[src/sv/mieu_pkg.sv]
// Package: operation codes, write kinds, store sizes and controller-datapath command and status types.
package mieu_pkg;

  typedef enum logic [5:0] {
    OP_ADD = 6'd0, OP_SUB = 6'd1, OP_SUBU = 6'd2, OP_MULT = 6'd3, OP_MULTU = 6'd4,
    OP_DIV = 6'd5, OP_DIVU = 6'd6, OP_NEGU = 6'd7, OP_NEG = 6'd8, OP_LW = 6'd9,
    OP_LH = 6'd10, OP_LHU = 6'd11, OP_LB = 6'd12, OP_LBU = 6'd13, OP_SW = 6'd14,
    OP_SH = 6'd15, OP_SB = 6'd16, OP_LUI = 6'd17, OP_MFHI = 6'd18, OP_MFLO = 6'd19,
    OP_AND = 6'd20, OP_OR = 6'd21, OP_XOR = 6'd22, OP_NOR = 6'd23, OP_SLT = 6'd24,
    OP_SLTU = 6'd25, OP_SLL = 6'd26, OP_SRL = 6'd27, OP_SRA = 6'd28, OP_BEQ = 6'd29,
    OP_BNE = 6'd30, OP_BEQZ = 6'd31, OP_BNEZ = 6'd32, OP_BLEZ = 6'd33, OP_BLTZ = 6'd34,
    OP_BGEZ = 6'd35, OP_BGTZ = 6'd36, OP_J = 6'd37, OP_JAL = 6'd38, OP_NOP = 6'd39,
    OP_MOVE = 6'd40, OP_TEQ = 6'd41, OP_TGE = 6'd42, OP_TGEU = 6'd43, OP_TLT = 6'd44,
    OP_TLTU = 6'd45, OP_TNE = 6'd46
  } op_t;

  localparam logic [1:0] WK_NONE = 2'd0;
  localparam logic [1:0] WK_RD   = 2'd1;
  localparam logic [1:0] WK_RA   = 2'd2;
  localparam logic [1:0] WK_MEM  = 2'd3;

  localparam logic [1:0] SZ_BYTE = 2'd0;
  localparam logic [1:0] SZ_HALF = 2'd1;
  localparam logic [1:0] SZ_WORD = 2'd2;

  localparam int DivSteps = 32;
  localparam int DivCntW  = $clog2(DivSteps + 1);

  typedef struct packed {
    logic load;      // capture a new item
    logic mul_step;  // multiply step after decode: write HI/LO
    logic div_start; // set up divider
    logic div_step;  // one quotient bit
    logic div_done;  // write HI/LO from divider
    logic finish;    // form the result and advance PC
    logic out_take;  // result was taken downstream
  } ctl_cmd_t;

  typedef struct packed {
    logic is_mul;
    logic is_div;
    logic div_last;
  } ctl_sts_t;

endpackage

[src/sv/mieu_ctrl.sv]
// Controller: sequences one instruction through capture, multiply, divide and output.
module mieu_ctrl
  import mieu_pkg::*;
(
  input  logic     clk,
  input  logic     rst_n,
  input  logic     in_tvalid,
  output logic     in_tready,
  output logic     out_tvalid,
  input  logic     out_tready,
  input  ctl_sts_t sts,
  output ctl_cmd_t cmd
);

  typedef enum logic [5:0] {
    S_IDLE = 6'b000001, S_DEC = 6'b000010, S_MUL = 6'b000100,
    S_DIV  = 6'b001000, S_FIN = 6'b010000, S_OUT = 6'b100000
  } state_t;

  state_t state_r, state_nxt;

  assign in_tready  = (state_r == S_IDLE) || (state_r == S_OUT && out_tready);
  assign out_tvalid = (state_r == S_OUT);

  always_comb begin
    state_nxt = state_r;
    cmd       = '0;
    cmd.out_take = out_tvalid && out_tready;
    unique case (state_r)
      S_IDLE: begin
        if (in_tvalid) begin
          cmd.load  = 1'b1;
          state_nxt = S_DEC;
        end
      end
      S_DEC: begin
        if (sts.is_mul) begin
          state_nxt = S_MUL;
        end else if (sts.is_div) begin
          cmd.div_start = 1'b1;
          state_nxt     = S_DIV;
        end else begin
          cmd.finish = 1'b1;
          state_nxt  = S_OUT;
        end
      end
      S_MUL: begin
        cmd.mul_step = 1'b1;
        state_nxt    = S_FIN;
      end
      S_DIV: begin
        cmd.div_step = 1'b1;
        if (sts.div_last) state_nxt = S_FIN;
      end
      S_FIN: begin
        cmd.div_done = sts.is_div;
        cmd.finish   = 1'b1;
        state_nxt    = S_OUT;
      end
      S_OUT: begin
        if (out_tready) begin
          if (in_tvalid) begin
            cmd.load  = 1'b1;
            state_nxt = S_DEC;
          end else begin
            state_nxt = S_IDLE;
          end
        end
      end
      default: state_nxt = S_IDLE;
    endcase
  end

  always_ff @(posedge clk) begin
    if (!rst_n) state_r <= S_IDLE;
    else        state_r <= state_nxt;
  end

  a_onehot: assert property (@(posedge clk) disable iff (!rst_n) $onehot(state_r))
    else $error("controller state not one-hot");
  a_load_ready: assert property (@(posedge clk) disable iff (!rst_n)
    cmd.load |-> in_tready && in_tvalid) else $error("load without request");
  a_out_hold: assert property (@(posedge clk) disable iff (!rst_n)
    out_tvalid && !out_tready |=> out_tvalid) else $error("result dropped");

endmodule

[src/sv/mieu_dp.sv]
// Datapath: ALU, branch unit, multiplier, radix-2 divider, PC/HI/LO and result register.
module mieu_dp
  import mieu_pkg::*;
(
  input  logic        clk,
  input  logic        rst_n,
  input  logic [5:0]  in_op,
  input  logic [31:0] in_a,
  input  logic [31:0] in_b,
  input  logic [31:0] in_c,
  input  ctl_cmd_t    cmd,
  output ctl_sts_t    sts,
  output logic [31:0] res_value,
  output logic [1:0]  res_kind,
  output logic [1:0]  res_size,
  output logic [31:0] res_npc,
  output logic        res_trap,
  output logic [31:0] res_code
);

  logic [5:0]  op_r;
  logic [31:0] a_r, b_r, c_r;
  logic [31:0] pc_r, pc_nxt, hi_r, hi_nxt, lo_r, lo_nxt;
  logic [63:0] prod_r;
  logic [31:0] rem_r, quo_r, dvs_r;
  logic        neg_q_r, neg_r_r;
  logic [DivCntW-1:0] cnt_r;
  logic [31:0] value_r, npc_r, code_r;
  logic [1:0]  kind_r, size_r;
  logic        trap_r;

  logic [32:0] trial;
  logic [31:0] rem_sh;
  logic [31:0] v, npc;
  logic [1:0]  kind, size;
  logic        trap, br_valid, br_taken;
  logic [31:0] br_tgt;
  logic        lt_s, lt_u;
  logic signed [32:0] mul_a, mul_b;
  logic signed [65:0] mul_p;

  assign sts.is_mul   = (op_r == OP_MULT) || (op_r == OP_MULTU);
  assign sts.is_div   = (op_r == OP_DIV) || (op_r == OP_DIVU);
  assign sts.div_last = (cnt_r == DivCntW'(1));

  assign lt_s = $signed(a_r) < $signed(b_r);
  assign lt_u = a_r < b_r;

  // one 33x33 signed multiplier serves both MULT and MULTU
  assign mul_a = $signed({(op_r == OP_MULT) && a_r[31], a_r});
  assign mul_b = $signed({(op_r == OP_MULT) && b_r[31], b_r});
  assign mul_p = mul_a * mul_b;

  // one restoring-division step
  assign rem_sh = {rem_r[30:0], quo_r[31]};
  assign trial  = {1'b0, rem_sh} - {1'b0, dvs_r};

  always_ff @(posedge clk) begin
    if (cmd.load) begin
      op_r <= in_op;
      a_r  <= in_a;
      b_r  <= in_b;
      c_r  <= in_c;
    end
    if (sts.is_mul && !cmd.mul_step) begin
      prod_r <= mul_p[63:0];
    end
    if (cmd.div_start) begin
      neg_q_r <= (op_r == OP_DIV) && (a_r[31] ^ b_r[31]);
      neg_r_r <= (op_r == OP_DIV) && a_r[31];
      quo_r   <= ((op_r == OP_DIV) && a_r[31]) ? 32'd0 - a_r : a_r;
      dvs_r   <= ((op_r == OP_DIV) && b_r[31]) ? 32'd0 - b_r : b_r;
      rem_r   <= '0;
    end else if (cmd.div_step) begin
      if (!trial[32]) rem_r <= trial[31:0];
      else            rem_r <= rem_sh;
      quo_r <= {quo_r[30:0], ~trial[32]};
    end
    if (cmd.finish) begin
      value_r <= v;
      kind_r  <= kind;
      size_r  <= size;
      npc_r   <= npc;
      trap_r  <= trap;
      code_r  <= trap ? c_r : 32'd0;
    end
  end

  always_ff @(posedge clk) begin
    if (!rst_n) cnt_r <= '0;
    else if (cmd.div_start) cnt_r <= DivCntW'(DivSteps);
    else if (cmd.div_step)  cnt_r <= cnt_r - DivCntW'(1);
  end

  always_comb begin
    hi_nxt = hi_r;
    lo_nxt = lo_r;
    if (cmd.mul_step) begin
      hi_nxt = prod_r[63:32];
      lo_nxt = prod_r[31:0];
    end else if (cmd.div_done && dvs_r != 32'd0) begin
      lo_nxt = neg_q_r ? 32'd0 - quo_r : quo_r;
      hi_nxt = neg_r_r ? 32'd0 - rem_r : rem_r;
    end
  end

  always_comb begin
    v = '0; kind = WK_NONE; size = SZ_BYTE; trap = 1'b0;
    br_valid = 1'b0; br_taken = 1'b0; br_tgt = b_r;
    npc = pc_r + 32'd4;
    unique case (op_r)
      OP_ADD:                   begin v = a_r + b_r; kind = WK_RD; end
      OP_SUB, OP_SUBU:          begin v = a_r - b_r; kind = WK_RD; end
      OP_NEGU, OP_NEG:          begin v = 32'd0 - a_r; kind = WK_RD; end
      OP_LW, OP_MOVE:           begin v = a_r; kind = WK_RD; end
      OP_LH:  begin v = {{16{a_r[15]}}, a_r[15:0]}; kind = WK_RD; end
      OP_LHU: begin v = {16'd0, a_r[15:0]}; kind = WK_RD; end
      OP_LB:  begin v = {{24{a_r[7]}}, a_r[7:0]}; kind = WK_RD; end
      OP_LBU: begin v = {24'd0, a_r[7:0]}; kind = WK_RD; end
      OP_SW:  begin v = a_r; kind = WK_MEM; size = SZ_WORD; end
      OP_SH:  begin v = {16'd0, a_r[15:0]}; kind = WK_MEM; size = SZ_HALF; end
      OP_SB:  begin v = {24'd0, a_r[7:0]}; kind = WK_MEM; size = SZ_BYTE; end
      OP_LUI:  begin v = {a_r[15:0], 16'd0}; kind = WK_RD; end
      OP_MFHI: begin v = hi_r; kind = WK_RD; end
      OP_MFLO: begin v = lo_r; kind = WK_RD; end
      OP_AND:  begin v = a_r & b_r; kind = WK_RD; end
      OP_OR:   begin v = a_r | b_r; kind = WK_RD; end
      OP_XOR:  begin v = a_r ^ b_r; kind = WK_RD; end
      OP_NOR:  begin v = ~(a_r | b_r); kind = WK_RD; end
      OP_SLT:  begin v = {31'd0, lt_s}; kind = WK_RD; end
      OP_SLTU: begin v = {31'd0, lt_u}; kind = WK_RD; end
      OP_SLL:  begin v = a_r << b_r[4:0]; kind = WK_RD; end
      OP_SRL:  begin v = a_r >> b_r[4:0]; kind = WK_RD; end
      OP_SRA:  begin v = 32'($signed(a_r) >>> b_r[4:0]); kind = WK_RD; end
      OP_BEQ:  begin br_valid = 1'b1; br_taken = (a_r == b_r); br_tgt = c_r; end
      OP_BNE:  begin br_valid = 1'b1; br_taken = (a_r != b_r); br_tgt = c_r; end
      OP_BEQZ: begin br_valid = 1'b1; br_taken = (a_r == 32'd0); end
      OP_BNEZ: begin br_valid = 1'b1; br_taken = (a_r != 32'd0); end
      OP_BLEZ: begin br_valid = 1'b1; br_taken = (a_r == 32'd0) || a_r[31]; end
      OP_BLTZ: begin br_valid = 1'b1; br_taken = a_r[31]; end
      OP_BGEZ: begin br_valid = 1'b1; br_taken = !a_r[31]; end
      OP_BGTZ: begin br_valid = 1'b1; br_taken = (a_r != 32'd0) && !a_r[31]; end
      OP_J:    npc = a_r;
      OP_JAL:  begin v = pc_r + 32'd8; kind = WK_RA; npc = a_r; end
      OP_TEQ:  trap = (a_r == b_r);
      OP_TGE:  trap = !lt_s;
      OP_TGEU: trap = !lt_u;
      OP_TLT:  trap = lt_s;
      OP_TLTU: trap = lt_u;
      OP_TNE:  trap = (a_r != b_r);
      default: ;
    endcase
    if (br_valid) npc = br_taken ? br_tgt : pc_r + 32'd8;
  end

  assign pc_nxt = cmd.finish ? npc : pc_r;

  always_ff @(posedge clk) begin
    if (!rst_n) begin
      pc_r <= '0;
      hi_r <= '0;
      lo_r <= '0;
    end else begin
      pc_r <= pc_nxt;
      hi_r <= hi_nxt;
      lo_r <= lo_nxt;
    end
  end

  assign res_value = value_r;
  assign res_kind  = kind_r;
  assign res_size  = size_r;
  assign res_npc   = npc_r;
  assign res_trap  = trap_r;
  assign res_code  = code_r;

  a_pc_hold: assert property (@(posedge clk) disable iff (!rst_n)
    !cmd.finish |=> $stable(pc_r)) else $error("PC moved without an instruction");
  a_div_cnt: assert property (@(posedge clk) disable iff (!rst_n)
    cmd.div_step |-> cnt_r != '0) else $error("divider stepped past its end");
  a_code: assert property (@(posedge clk) disable iff (!rst_n)
    !trap_r |-> code_r == 32'd0) else $error("trap code without trap");

endmodule

[src/sv/mips_integer_execute_unit.sv]
// Top level: MIPS32 integer execute unit with stream input and result channels.
// Sequence: most instructions go from the accepted request through decode to the result,
// MULT/MULTU through decode (registered 32x32 product), HI/LO write and finish, and
// DIV/DIVU through setup, 32 steps of one-bit restoring division and finish.
// Throughput: one instruction in flight; a new request is taken in the cycle the result leaves.
// Reset: synchronous active-low rst_n clears PC, HI, LO, the divide counter and the controller.
module mips_integer_execute_unit
  import mieu_pkg::*;
(
  input  logic         clk,
  input  logic         rst_n,
  input  logic         in_tvalid,
  output logic         in_tready,
  // [5:0] operation, [37:6] first_value, [69:38] second_value, [101:70] third_value
  input  logic [103:0] in_tdata,
  output logic         out_tvalid,
  input  logic         out_tready,
  // [31:0] result_value, [33:32] write_kind, [35:34] store_size, [67:36] next_pc,
  // [68] trap_taken, [100:69] trap_code
  output logic [103:0] out_tdata
);

  ctl_cmd_t cmd;
  ctl_sts_t sts;
  logic [31:0] res_value, res_npc, res_code;
  logic [1:0]  res_kind, res_size;
  logic        res_trap;

  // Controller holds the one-hot sequence; datapath does the work.
  mieu_ctrl u_ctrl (
    .clk, .rst_n, .in_tvalid, .in_tready, .out_tvalid, .out_tready, .sts, .cmd
  );

  mieu_dp u_dp (
    .clk, .rst_n,
    .in_op (in_tdata[5:0]),
    .in_a  (in_tdata[37:6]),
    .in_b  (in_tdata[69:38]),
    .in_c  (in_tdata[101:70]),
    .cmd, .sts,
    .res_value, .res_kind, .res_size, .res_npc, .res_trap, .res_code
  );

  // Pack the result request; pad to whole bytes.
  assign out_tdata = {3'd0, res_code, res_trap, res_npc, res_size, res_kind, res_value};

endmodule
[config.mk]
export PLATFORM = sky130hd
export DESIGN_NAME = mips_integer_execute_unit
export DESIGN_NICKNAME = d
export VERILOG_FILES = /design/src/sv/mieu_pkg.sv /design/src/sv/mieu_ctrl.sv /design/src/sv/mieu_dp.sv /design/src/sv/mips_integer_execute_unit.sv
export SDC_FILE = /design/constraint.sdc
export NUM_CORES = 2
export LEC_CHECK = 0
export BUFFER_PORTS_ARGS = -buffer_cell sky130_fd_sc_hd__buf_2
export CAP_MARGIN = 20
export CORE_ASPECT_RATIO = 1.5
export CORE_UTILIZATION = 27
export CTS_BUF_LIST = sky130_fd_sc_hd__clkbuf_4
export CTS_CLUSTER_SIZE = 16
export DETAILED_ROUTE_END_ITERATION = 10
export SLEW_MARGIN = 20
export SYNTH_ARGS = -nofsm -noshare
export SYNTH_HDL_FRONTEND = slang
export SYNTH_SLANG_ARGS = --single-unit
[constraint.sdc]
create_clock -name clk -period 11.42 [get_ports clk]
set_clock_uncertainty 0.15 [all_clocks]
set_input_delay 3.426 -clock clk [delete_from_list [all_inputs] [get_ports clk]]
set_output_delay 3.426 -clock clk [all_outputs]
set_load 0.01 [all_outputs]
[Word-level counts from Yosys, hierarchy flattened]
Cells that the tools add are included.
Operators by class
  add/subtract/negate cells: 10
  multiply operators: 1
  $lt $le $gt $ge: 2
  equality and inequality tests: 57
  shift operators: 3
  muxes and demuxes: 42
  bitwise operators: 7
  reductions and logical operators: 35
Operator list (count)
  $pmux W32 S21: 1
  $mux W32: 15
  $sub A1 B32 Y32 const A: 4
  $eq A6 B5 Y1 const B: 17
  $eq A6 B6 Y1 const B: 15
  $lt A32 B32 Y1: 2
  $mul A33 B33 Y64: 1
  $reduce_bool A32 Y1: 2
  $eq A6 B4 Y1 const B: 9
  $mux W6: 7
  $pmux W6 S6: 1
  $sub A32 B32 Y33: 1
  $add A32 B3 Y32 const B: 1
  $add A32 B32 Y32: 1
  $add A32 B4 Y32 const B: 1
  $and A32 B32 Y32: 1
  $eq A32 B32 Y1: 1
  $logic_not A32 Y1: 1
  $ne A32 B32 Y1: 1
  $not A32 Y32: 1
  $or A32 B32 Y32: 1
  $shl A32 B5 Y32: 1
  $shr A32 B5 Y32: 1
  $sshr A32 B5 Y32: 1
  27 further kinds: 70
Storage, ports and cells
  register bits after elaboration: 473
  bits of input ports: 108
  output and inout port bits: 106
  word-level logic and storage cells: 179

[Longest topological paths before layout]
  depth in word-level cells: 6
  mapped depth: 35
  depth with buffers taken out: 31

[Hierarchy]
A second synthesis with hierarchy kept.
Unflattened totals
  cells, all modules: 7952
  area, all modules: 70395.0 sq um
By module, submodules not included
  mieu_dp: times used 1, cells each 7899, area each 69973.4 sq um, seq. area each 12682.2 sq um
  mieu_ctrl: times used 1, cells each 48, area each 387.9 sq um, seq. area each 120.1 sq um
  mips_integer_execute_unit: times used 1, cells each 5, area each 33.8 sq um, seq. area each 0.0 sq um

[Least setup slack after synthesis]
No wires, ideal clock.
  path kind: register -> register
  from: reg u_dp.b_r[2]
  to: reg u_dp.prod_r[62], data pin
  setup time: 264 ps
  arrival time: 9221 ps
  path slack: 1786 ps
  cell stages (with the launch flop): 28
  buffers on the path: 6
  cell sequence: edfxtp_1 -> clkbuf_1 -> inv_2 -> buf_1 -> buf_1 -> clkbuf_1 -> buf_1 -> nor3_1 -> fa_1 -> fa_1 -> fa_1 -> inv_1 -> fa_1 -> fa_1 -> fa_1 -> fa_1 -> fa_1 -> inv_1 -> ha_1 -> clkbuf_1 -> nand4_1 -> or3_1 -> o41a_1 -> o21ai_0 -> a41oi_1 -> o41ai_1 -> a221oi_1 -> xnor2_1
On the way
  word-level cells in the longest chain between the ends: 1
Ends and longest elaborated chain
  start, declared: line mieu_dp.sv:22  | logic [31:0] a_r, b_r, c_r;
  start signal, assigned: line mieu_dp.sv:62  | b_r <= in_b;
  $mul A33 B33 Y64: line mieu_dp.sv:52  | assign mul_p = mul_a * mul_b;
  named net u_dp.mul_p[62]: line mieu_dp.sv:40  | logic signed [65:0] mul_p;
  end signal, assigned: line mieu_dp.sv:66  | prod_r <= mul_p[63:0];
  end, declared: line mieu_dp.sv:24  | logic [63:0] prod_r;
The timed path passes the listed nets, and every way through them passes these cells.
A chain may end at the register's enable or synchronous reset.

[Worst setup path in the final report]
  from: reg u_dp.a_r[31]
  to: reg u_dp.prod_r[63], data pin
On the way
  word-level cells in the longest chain between the ends: 2
Ends and longest elaborated chain
  start, declared: line mieu_dp.sv:22
  start signal, assigned: line mieu_dp.sv:61  | a_r <= in_a;
  $logic_and A1 B1 Y1: line mieu_dp.sv:50  | assign mul_a = $signed({(op_r == OP_MULT) && a_r[31], a_r});
  $mul A33 B33 Y64 *: line mieu_dp.sv:52
  named net u_dp.mul_p[63]: line mieu_dp.sv:40
Mark *: on every way through the listed nets, which the timed path passes. The rest lies on a longest branch.

==> impl_metrics.py <==
metrics = {
    "outcome": {
        "status": "finished, final reports clean",
    },
    "setup_path": {
        "rr_worst_depth": 27,
        "path_common_cell": "fa_1",
        "startpoint": "u_dp.a_r[31]$_DFFE_PP_",
        "startpoint_type": "register",
        "critical_path.max_fanout": 7,
        "rr_startpoint": "u_dp.a_r[31]$_DFFE_PP_",
        "crit_end": "u_dp.prod_r[63]$_DFFE_PP_",
        "path_buf_inv": 5,
        "regToRegSetupSlack_ns": 0.57,
        "max_stage_delay_ns": 0.79,
        "crit_arrival_ns": 11.54,
        "worstPathRequired_ns": 12.11,
        "critical-path-top-delay-family": "adder cells",
        "crit_cells": 27,
        "cp_slowest_cell": "edfxtp_1",
        "r2r_end": "u_dp.prod_r[63]$_DFFE_PP_",
        "crit_path_end_kind": "register",
        "worstSetupPathType": "reg -> reg",
    },
    "routing": {
        "routed_via_density": 5.43,
        "first_iter_violations": 6695,
        "drtPass1Iterations": 7,
        "routed_wl_mm": 326,
        "post_drt_wl_per_cell_um": 28.7,
        "num_vias": 61700,
        "postRouteAntennaNets": 0,
        "drc": 0,
    },
    "synthesis": {
        "synth_top_cell_area_share_pct": 32.5,
        "ys_types": 90,
        "syn_area_sq_um": 69600,
        "synth-seq-area-share_pct": 18.4,
        "ys_ff_latch": 473,
        "synth_commonest_cells": "1280 x inv_1, 1128 x fa_1, 1040 x nand2_1",
        "synth_top_flop_cell": "edfxtp_1",
        "syn_area_per_cell_sq_um": 8.83,
        "yosysWarningCount": 0,
        "synthMostInstantiatedCell": "inv_1",
        "synth_edf_count": 333,
        "synth_area_leaders": "fa_1 32%, edfxtp_1 14%, inv_1 6.9%",
        "synthCells": 7878,
        "synthArstFlopShare_pct": 0,
        "yosysTopAreaCell": "fa_1",
    },
    "grt": {
        "grt-ovfl-total": 0,
        "grt_max_degree": 87,
        "grt_antenna_before_repair": 31,
        "grt_pass1_vias": 63100,
        "grtUsageTotal_pct": 24.9,
        "grt_pass1_wl_mm": 460,
    },
    "floorplanning": {
        "io_pins": 214,
        "fp.dieH_um": 624,
        "rows": 227,
        "die_w_um": 416,
        "start_util_pct": 27.2,
        "die_area_sq_um": 260000,
        "core_area_sq_um": 256000,
    },
    "timing": {
        "fin_tns_setup_ns": 0,
        "maxSlewViolCount": 0,
        "period_needed_ns": 10.85,
        "finalHoldViolations": 0,
        "final.period_utilization_pct": 95.0,
        "slew-limit-headroom_pct": 18.5,
        "fmax_mhz": 92.1,
        "worst_pin_slew_ns": 1.22,
        "setup_violations": 0,
        "rsz0062_at_grt": "false",
    },
    "cts": {
        "cts_resized": 0,
        "cts_setup_buffers": 0,
        "cts-root-buf": "clkbuf_4",
        "cts_hold_buf": 0,
        "insertion_delay_ns": 1.14,
        "htreeDepth": 3,
        "cts_tree": "done",
        "clock_path_buffers": 3,
        "clkSlewWorstSetupHoldPaths_ns": 0.09,
        "cts_buffers": 115,
        "cts_sinks": 473,
    },
    "min_path": {
        "holdCritPathClass": "reg -> reg",
    },
    "layout": {
        "n_fill_cell": 27000,
        "drive_gt1_share_pct": 9.93,
        "fin_nets": 9509,
        "synthToLayoutAreaGrowth_pct": 9.83,
    },
    "placement": {
        "place_congestion": 1.09,
        "io_buffer_count": 208,
        "dp_hpwl_mm": 254,
    },
    "run": {
        "cap_violations": 0,
    },
}
## stage by stage
step / utilization, % / hold WS [ns] / instance area, sq um / instances / worst slack, ns
5_1_grt: 29.9 / 0.342 / 76400 / 11400 / 0.347
3_3_place_gp: 29.2 / 0.304 / 74700 / 11100 / 0.589
2_1_floorplan: - / 0.295 / 69600 / 7880 / 1.79
3_5_place_dp: 29.2 / 0.320 / 74700 / 11100 / 0.928
6_report: 29.9 / 0.322 / 76400 / 11400 / 0.568
4_1_cts: 29.8 / 0.323 / 76200 / 11300 / 0.936
## placed cells by master, fill, tap and decap left out, types with 168 or more instances in the layout
master and instances:
nand2_1 1037, edfxtp_1 333, o21ai_0 311, inv_1 1274, buf_2 209, nor2_1 817
ha_1 349, xnor2_1 168, fa_1 1128, buf_4 229, a21oi_1 345
## per-layer routing
metal | part of all wire [%] | global-route usage [%] | vias to the layer above
met1 | 33 | 26.1 | 31200
met4 | 13 | 24.9 | 26
met3 | 8.6 | 5.55 | 1256
met2 | 46 | 40.5 | 3653
met5 | 0.056 | 0 | -
li1 | - | - | 25600
## area by class of cell
cell class | count | area [sq um] | area share [%]
clock buffers | 150 | 1130 | 1.47
clock inverters | 69 | 400 | 0.524
inverters | 1298 | 4870 | 6.38
multi-input cells | 5589 | 50000 | 65.5
diodes | 16 | 40.0 | 0.0524
well taps | 3320 | 4150 | 5.44
repair buffers | 447 | 2940 | 3.85
flip-flops and latches | 473 | 12800 | 16.8
## how the worst min path moves through the flow
stage / slack [ns] / to / from / depth (start not counted)
5_1_grt: 0.34 / u_dp.hi_r[22]$_SDFFE_PN0P_ / u_dp.prod_r[54]$_DFFE_PP_ / 2
6_report: 0.32 / u_dp.lo_r[1]$_SDFFE_PN0P_ / u_dp.prod_r[1]$_DFFE_PP_ / 2
3_5_place_dp: 0.32 / u_dp.hi_r[24]$_SDFFE_PN0P_ / u_dp.prod_r[56]$_DFFE_PP_ / 2
2_1_floorplan: 0.29 / u_dp.rem_r[31]$_SDFFE_PP0P_ / u_dp.rem_r[31]$_SDFFE_PP0P_ / 2
3_3_place_gp: 0.30 / u_dp.lo_r[1]$_SDFFE_PN0P_ / u_dp.prod_r[1]$_DFFE_PP_ / 2
4_1_cts: 0.32 / u_dp.lo_r[1]$_SDFFE_PN0P_ / u_dp.prod_r[1]$_DFFE_PP_ / 2
## registers in the layout, indices dropped and copies added, names as in the netlist
register / cells
u_dp.c_r: 32
u_dp.neg_r_r: 1
u_dp.pc_r: 32
u_ctrl.state_r: 6
u_dp.prod_r: 64
u_dp.res_npc: 32
u_dp.rem_r: 32
u_dp.neg_q_r: 1
u_dp.res_trap: 1
u_dp.res_code: 32
u_dp.b_r: 32
u_dp.lo_r: 32
u_dp.dvs_r: 32
u_dp.op_r: 6
u_dp.hi_r: 32
u_dp.quo_r: 32
u_dp.res_kind: 2
u_dp.a_r: 32
u_dp.res_value: 32
u_dp.cnt_r: 6
u_dp.res_size: 2
## tightest hold or removal path: stages (launching register included)
cell      delay (ns)
edfxtp_1        0.32
a21oi_1         0.06
nor2_1          0.08
## logic make-up after synthesis
family                   Yosys count  share of synthesized area (%)
AND/OR/NAND/NOR                 2387                           14.6
buffers and inverters           1818                           9.92
adder cells (fa/ha/maj)         1477                           38.7
AO/OA/AOI/OAI                   1339                           12.8
flip-flops                       473                           18.4
XOR/XNOR                         288                           3.63
multiplexers                      95                           1.96
other                              1                        0.00539
Power is left out: the tool's default activity adds up to more than one toggle a clock period on the data nets, which glitch-free logic cannot reach.
